$ cat config.mk
export PLATFORM = sky130hd
export DESIGN_NAME = speck32_ctr_byte_cipher_top
export DESIGN_NICKNAME = d
export VERILOG_FILES = /design/src/rtl/spk_pkg.sv /design/src/rtl/spk_front.sv /design/src/rtl/spk_round.sv /design/src/rtl/spk_back.sv /design/src/rtl/speck32_ctr_byte_cipher_top.sv
export SDC_FILE = /design/constraint.sdc
export NUM_CORES = 2
export LEC_CHECK = 0
export ABC_CLOCK_PERIOD_IN_PS = 93800
export BUFFER_PORTS_ARGS = -buffer_cell sky130_fd_sc_hd__buf_4
export CAP_MARGIN = 20
export CORE_AREA = 2 2 591 593
export CTS_CLUSTER_DIAMETER = 50
export DETAILED_ROUTE_END_ITERATION = 16
export DIE_AREA = 0 0 593 595
export SLEW_MARGIN = 30
export SYNTH_ARGS = -nofsm -noshare
export SYNTH_HDL_FRONTEND = slang
export SYNTH_SLANG_ARGS = --single-unit
$ cat constraint.sdc
create_clock -name clk -period 93.8 [get_ports clk]
set_input_delay 18.76 -clock clk [delete_from_list [all_inputs] [get_ports clk]]
set_output_delay 18.76 -clock clk [all_outputs]
set_load 0.1 [all_outputs]
$ cat src/rtl/spk_pkg.sv
package spk_pkg;

  localparam int unsigned WordW   = 16;
  localparam int unsigned Rounds  = 22;
  localparam int unsigned RoundW  = 5;
  localparam int unsigned RotA    = 7;
  localparam int unsigned RotB    = 2;
  localparam int unsigned KeyW    = 64;

  typedef logic [WordW-1:0] word_t;

  // One byte job: payload plus everything the round pipeline needs
  typedef struct packed {
    logic [7:0] data;
    logic       last;
    logic [1:0] pos;
    logic       newblk;
    word_t      x;
    word_t      y;
    word_t      k;
    word_t      l0;
    word_t      l1;
    word_t      l2;
  } job_t;

  function automatic word_t rotr(input word_t v, input int unsigned s);
    rotr = (v >> s) | (v << (WordW - s));
  endfunction

  function automatic word_t rotl(input word_t v, input int unsigned s);
    rotl = (v << s) | (v >> (WordW - s));
  endfunction

endpackage

$ cat src/rtl/spk_front.sv
module spk_front (
  input  logic                      clk,
  input  logic                      rst_n,
  input  logic                      in_valid,
  output logic                      in_ready,
  input  logic [7:0]                in_data_byte,
  input  logic [15:0]               in_nonce,
  input  logic                      in_last,
  input  logic [spk_pkg::KeyW-1:0]  key,
  input  logic                      pop,
  output logic                      job_valid,
  output spk_pkg::job_t             job
);

  logic [15:0]   ctr_r, ctr_nxt;
  logic [1:0]    pos_r, pos_nxt;
  logic [1:0]    cnt_r, cnt_nxt;
  logic          wptr_r, wptr_nxt;
  logic          rptr_r, rptr_nxt;
  spk_pkg::job_t q_r [0:1];
  spk_pkg::job_t push_job;
  logic          push;
  logic          do_pop;

  assign in_ready  = (cnt_r != 2'd2);
  assign push      = in_valid && in_ready;
  assign job_valid = (cnt_r != 2'd0);
  assign do_pop    = pop && job_valid;
  assign job       = q_r[rptr_r];

  // classify the beat: block start takes nonce and counter as plaintext
  always_comb begin
    push_job.data   = in_data_byte;
    push_job.last   = in_last;
    push_job.pos    = pos_r;
    push_job.newblk = (pos_r == 2'd0);
    push_job.x      = in_nonce;
    push_job.y      = ctr_r;
    push_job.k      = key[15:0];
    push_job.l0     = key[31:16];
    push_job.l1     = key[47:32];
    push_job.l2     = key[63:48];
  end

  // block counter and byte position
  always_comb begin
    ctr_nxt = ctr_r;
    pos_nxt = pos_r;
    if (push) begin
      if (in_last) begin
        ctr_nxt = '0;
        pos_nxt = '0;
      end else begin
        pos_nxt = pos_r + 2'd1;
        if (pos_r == 2'd0) begin
          ctr_nxt = ctr_r + 16'd1;
        end
      end
    end
  end

  // two-entry queue pointers
  always_comb begin
    wptr_nxt = push ? ~wptr_r : wptr_r;
    rptr_nxt = do_pop ? ~rptr_r : rptr_r;
    cnt_nxt  = cnt_r;
    if (push && !do_pop) begin
      cnt_nxt = cnt_r + 2'd1;
    end else if (!push && do_pop) begin
      cnt_nxt = cnt_r - 2'd1;
    end
  end

  always_ff @(posedge clk) begin
    if (!rst_n) begin
      ctr_r  <= '0;
      pos_r  <= '0;
      cnt_r  <= '0;
      wptr_r <= 1'b0;
      rptr_r <= 1'b0;
    end else begin
      ctr_r  <= ctr_nxt;
      pos_r  <= pos_nxt;
      cnt_r  <= cnt_nxt;
      wptr_r <= wptr_nxt;
      rptr_r <= rptr_nxt;
    end
  end

  always_ff @(posedge clk) begin
    if (push) begin
      q_r[wptr_r] <= push_job;
    end
  end

endmodule

$ cat src/rtl/spk_round.sv
module spk_round (
  input  logic [spk_pkg::RoundW-1:0] rnd,
  input  spk_pkg::job_t              din,
  output spk_pkg::job_t              dout
);

  spk_pkg::word_t xs, xn, yn, nl, kn;

  // data round, then key schedule step on the rotating l queue
  always_comb begin
    xs = spk_pkg::rotr(din.x, spk_pkg::RotA) + din.y;
    xn = xs ^ din.k;
    yn = spk_pkg::rotl(din.y, spk_pkg::RotB) ^ xn;
    nl = (din.k + spk_pkg::rotr(din.l0, spk_pkg::RotA))
         ^ spk_pkg::word_t'(rnd);
    kn = spk_pkg::rotl(din.k, spk_pkg::RotB) ^ nl;

    dout    = din;
    dout.x  = xn;
    dout.y  = yn;
    dout.k  = kn;
    dout.l0 = din.l1;
    dout.l1 = din.l2;
    dout.l2 = nl;
  end

endmodule

$ cat src/rtl/spk_back.sv
module spk_back (
  input  logic          clk,
  input  logic          rst_n,
  input  logic          job_valid,
  input  spk_pkg::job_t job,
  output logic          pop,
  output logic          out_valid,
  input  logic          out_ready,
  output logic [7:0]    out_byte,
  output logic          out_last
);

  localparam int unsigned N = spk_pkg::Rounds;

  spk_pkg::job_t st_r   [0:N];
  spk_pkg::job_t st_nxt [1:N];
  logic [N:0]    v_r;
  logic          adv;
  logic [31:0]   kw_r, kw_sel;
  logic [7:0]    ks;
  logic          ov_r;
  logic [7:0]    ob_r;
  logic          ol_r;

  // whole pipeline moves when the output register is free
  assign adv       = !ov_r || out_ready;
  assign pop       = adv;
  assign out_valid = ov_r;
  assign out_byte  = ob_r;
  assign out_last  = ol_r;

  // one round per stage
  for (genvar g = 0; g < N; g++) begin : g_rnd
    spk_round u_round (
      .rnd  (spk_pkg::RoundW'(g)),
      .din  (st_r[g]),
      .dout (st_nxt[g+1])
    );
  end

  always_ff @(posedge clk) begin
    if (!rst_n) begin
      v_r <= '0;
    end else if (adv) begin
      v_r <= {v_r[N-1:0], job_valid};
    end
  end

  always_ff @(posedge clk) begin
    if (adv) begin
      st_r[0] <= job;
      for (int i = 1; i <= N; i++) begin
        st_r[i] <= st_nxt[i];
      end
    end
  end

  // pick the keystream byte: fresh block or the held word
  always_comb begin
    kw_sel = st_r[N].newblk ? {st_r[N].x, st_r[N].y} : kw_r;
    case (st_r[N].pos)
      2'd0:    ks = kw_sel[31:24];
      2'd1:    ks = kw_sel[23:16];
      2'd2:    ks = kw_sel[15:8];
      default: ks = kw_sel[7:0];
    endcase
  end

  always_ff @(posedge clk) begin
    if (!rst_n) begin
      ov_r <= 1'b0;
      kw_r <= '0;
    end else if (adv) begin
      ov_r <= v_r[N];
      if (v_r[N] && st_r[N].newblk) begin
        kw_r <= kw_sel;
      end
    end
  end

  always_ff @(posedge clk) begin
    if (adv && v_r[N]) begin
      ob_r <= st_r[N].data ^ ks;
      ol_r <= st_r[N].last;
    end
  end

endmodule

$ cat src/rtl/speck32_ctr_byte_cipher_top.sv
// Speck 32/64 CTR byte cipher.
// Input beat to output beat: queue, input stage, 22 round stages, output register.
// Throughput: one beat per cycle unless out_ready stalls the fully pipelined rounds.
// Reset (rst_n low, synchronous): clears key, counter, byte position, queue and valids.
// Key writes are taken on any cycle; the key is sampled per beat on entry.
module speck32_ctr_byte_cipher_top (
  input  logic        clk,
  input  logic        rst_n,
  input  logic        cfg_valid,
  output logic        cfg_ready,
  input  logic [63:0] cfg_speck_key,
  input  logic        in_valid,
  output logic        in_ready,
  input  logic [7:0]  in_data_byte,
  input  logic [15:0] in_nonce,
  input  logic        in_last,
  output logic        out_valid,
  input  logic        out_ready,
  output logic [7:0]  out_byte,
  output logic        out_last
);

  logic [spk_pkg::KeyW-1:0] key_r;
  logic                     job_valid;
  logic                     pop;
  spk_pkg::job_t            job;

  assign cfg_ready = 1'b1;

  // key register
  always_ff @(posedge clk) begin
    if (!rst_n) begin
      key_r <= '0;
    end else if (cfg_valid) begin
      key_r <= cfg_speck_key;
    end
  end

  spk_front u_front (
    .clk          (clk),
    .rst_n        (rst_n),
    .in_valid     (in_valid),
    .in_ready     (in_ready),
    .in_data_byte (in_data_byte),
    .in_nonce     (in_nonce),
    .in_last      (in_last),
    .key          (key_r),
    .pop          (pop),
    .job_valid    (job_valid),
    .job          (job)
  );

  spk_back u_back (
    .clk       (clk),
    .rst_n     (rst_n),
    .job_valid (job_valid),
    .job       (job),
    .pop       (pop),
    .out_valid (out_valid),
    .out_ready (out_ready),
    .out_byte  (out_byte),
    .out_last  (out_last)
  );

endmodule

==> run_results.csv <==
group,metric,value,unit
die,rows,217,
clock_network,cts.sinks,2692,
yosys,synthCells,7986,
clock_network,clkLatencyLatePin,0.89,ns
sta,drv_slew,0,
routing,viasPerCell,4.884,
worst_setup_path,required,94.31,ns
yosys,synth.ff_latch_count,2692,
sta,finalHoldViolCount,0,
sta,tightest_slew,0.9995,ns
global_routing,gr-usage-met2,27.64,%
sta,fin_ws,68.70,ns
worst_setup_path,critPathMaxFanout,120,
yosys,yosysTopAreaCellShare,63.46,%
global_routing,antenna_found_initial,1,
worst_setup_path,cp_cell_sequence,"buf_4 -> nor2b_4 -> inv_8 -> buf_6 -> buf_6 -> buf_4 -> buf_6 -> buf_4 -> buf_4 -> buf_6 -> buf_4",
worst_setup_path,slowest_stage,"buf_4",
worst_setup_path,max_stage_delay,0.82,ns
cells_and_area,area_delta_synth_final,14.56,%
clock_network,cts_made_buffers,321,
yosys,synth_edf_count,2549,
sta,fin_crit_sh,26.76,%
place,port_buffers,104,
global_routing,gr-usage-all-layers,15.89,%
die,dieWidth,593,um
global_routing,grt_pass1_vias,65260,
sta,rsz0062_at_grt,"no",
sta,fin_tns_setup,0,ns
worst_setup_path,critPathKind,"primary input to register",
yosys,yosysUniqueCellTypes,86,
clock_network,cts_max_level,5,
yosys,yosys_warnings,0,
sta,timing.final.crit_period,25.10,ns
global_routing,busiest_layer,"met2",
clock_network,cts-root-buf,"clkbuf_16",
clock_network,cts_tree,"done",
min_path,hold_class,"register to register",
routing,totalWireLength,286100,um
die,dieHeight,595,um
routing,drc,0,
worst_setup_path,start_kind,"primary input",
yosys,synthArstFlopShare,0,%
global_routing,grt_pass1_wl,421200,um
worst_setup_path,cp-startpoint,"out_ready",
global_routing,met3_usage,1.903,%
die,ioPinCount,106,
routing,ant_nets,0,
sta,fin_worst_skew,0.06213,ns
yosys,netlist_area,120600,sq um
place,dp_slack,66.65,ns
place,place_hpwl,214100,um
cells_and_area,layout-drive-gt1-share,9.453,%
flow_run,maxCapViolCount,0,
yosys,yosysSeqAreaShare,65.84,%
sta,max_slew_margin,33.37,%
outcome,outcome,"finished, final reports clean",
routing,wire_per_inst,21.58,um
place,gp_congestion,0.8619,
cells_and_area,fin_area,138200,sq um
sta,fmax,39.84,MHz
routing,vias,64730,
cells_and_area,post-route-util,39.79,%
yosys,synth_top_area_cell,"edfxtp_1",
worst_setup_path,endpoint_kind,"register",
global_routing,use_met1,20.73,%
clock_network,cts_buffer_depth,4,
place,placed_cell_area,127300,sq um
cells_and_area,seqCellArea,79410,sq um
cells_and_area,layout.nets,9176,
cells_and_area,fill_cells,31600,
global_routing,grt-ovfl-total,0,
yosys,synthFlopType,"edfxtp_1",
sta,final-setup-viol-count,0,
die,coreArea,347300,sq um
yosys,synth.top_cells.by_area,"edfxtp_1, xor2_1, ha_1",
clock_network,cts_hold_buffers,0,
global_routing,grt_max_degree,192,
worst_setup_path,r2r-start,"u_back.out_valid$_SDFFE_PN0N_",
routing,drt_pre_antenna_iters,7,
min_path,hp-start,"u_back.st_r[0][679]$_DFFE_PN_",
die,start_util,34.73,%
cells_and_area,multi_input_area,40080,sq um
clock_network,cts_setup_buffers,0,
worst_setup_path,timing.critical_path.mode_cell,"buf_4",
yosys,syn-mean-instance-area,15.10,sq um
die,die_area,352800,sq um
clock_network,clk_pin_slew,0.06,ns
routing,drt-initial-drc-count,4672,
yosys,synth_nets,8771,
clock_network,cts_resized,0,
worst_setup_path,arrival,25.61,ns
## state kept, by name (all words and copies together), names as in the netlist, named ones only
register / flops
u_back.out_valid: 1
u_back.kw_r: 32
u_back.v_r: 23
u_back.st_r: 2324
u_back.out_byte: 8
u_front.pos_r: 2
u_front.ctr_r: 16
key_r: 64
u_front.cnt_r: 2
u_front.q_r: 216
u_front.rptr_r: 1
u_back.out_last: 1
u_front.wptr_r: 1
## logic make-up after synthesis
| logic type | Yosys count | share of synthesized area (%) |
|---|---|---|
| simple gates | 1027 | 4.091 |
| buf+inv | 306 | 0.9565 |
| fa+ha+maj | 691 | 7.436 |
| other cells | 1 | 0.003109 |
| flops | 2692 | 65.84 |
| mux | 201 | 1.905 |
| compound gates | 1400 | 7.475 |
| xor+xnor | 1668 | 12.30 |
## layer usage
| metal | vias up | wire [um] | part of all wire, % |
|---|---|---|---|
| li1 | 30650 | - | - |
| met1 | 32450 | 124700 | 44 |
| met2 | 1201 | 143900 | 50 |
| met3 | 434 | 9799 | 3.4 |
| met4 | 0 | 7676 | 2.7 |
| met5 | - | 0 | 0 |
## worst max-delay path, delay by kind of cell
family                 cells  cell delay, ns
buffers and inverters     10            6.37
AND/OR/NAND/NOR            1            0.11
## area by class of cell
| cell class | count | area share (%) |
|---|---|---|
| well taps | 4599 | 4.165 |
| inverters | 247 | 0.6764 |
| multi-input cells | 4988 | 29.01 |
| clock buffers | 373 | 6.038 |
| flip-flops and latches | 2692 | 57.47 |
| clock inverters | 212 | 1.759 |
| diodes | 3 | 0.005433 |
| repair buffers | 141 | 0.8784 |
## synthesized netlist by cell type, drive strengths merged, types with 20 or more instances
library cell     n
nor2b          118
o41ai           20
and2            27
a31oi           31
edfxtp        2549
dfxtp          143
o22ai           22
nor3            45
o21ai          318
nor2           248
nand4           41
mux2           108
nand3           69
xor2           945
a21oi          402
o31ai           37
o21bai          48
a21boi          62
clkbuf          48
ha             648
a211oi          35
nand2          321
mux2i           81
a21o           189
fa              43
inv            247
nand2b          67
xnor2          707
o21a            83
## metrics by stage
| step | std cells | hold slack, ns |
|---|---|---|
| 6_report | 13260 | 0.3747 |
| 5_1_grt | 13250 | 0.3504 |
| 4_1_cts | 13250 | 0.3546 |
| 3_5_place_dp | 12660 | 0.4045 |
| 3_3_place_gp | 12660 | 0.4004 |
| 2_1_floorplan | 7986 | 0.4003 |
## layout by cell type, fill, tap and decap left out, types with 19 or more instances in the layout
cell type  netlist  layout
bufinv_16        0      26
o21ai_0        244     244
xnor2_1        707     707
nor2_1         248     247
o21ai_1         74      73
inv_6            0      23
nand2_1        321     320
o21a_1          83      83
a21o_1         189     189
buf_4            1     122
clkinv_4         0      24
nand2b_1        67      67
o22ai_1         22      22
xor2_1         945     945
a211oi_1        34      34
clkbuf_1        48      45
a21boi_0        59      59
clkinv_1         0      40
clkinv_2         0      34
mux2_2         108     108
nor2b_1        118     117
ha_1           648     648
inv_1          246     246
a21oi_1        401     401
nand3_1         69      69
o41ai_1         20      20
nand4_1         41      41
mux2i_1         81      81
and2_1          27      27
dfxtp_1        143     142
edfxtp_1      2549    2549
o21bai_1        48      48
o31ai_1         25      25
a31oi_1         30      30
nor3_1          45      45
clkbuf_16        0     325
fa_1            43      43
inv_8            0      19
## path summary, 6_finish.rpt
check / endpoint / slack, ns / cells past startpoint
setup reg to reg: u_back.st_r[1][498]$_DFFE_PN_ / 86.25 / 10
setup / recovery: u_back.st_r[1][498]$_DFFE_PN_ / 68.70 / 11
hold / removal: u_back.st_r[0][803]$_DFFE_PN_ / 0.37 / 0
hold reg to reg: u_back.st_r[0][803]$_DFFE_PN_ / 0.37 / 0
Power is left out: the tool's default activity adds up to more than one toggle a clock period on the data nets, which glitch-free logic cannot reach.
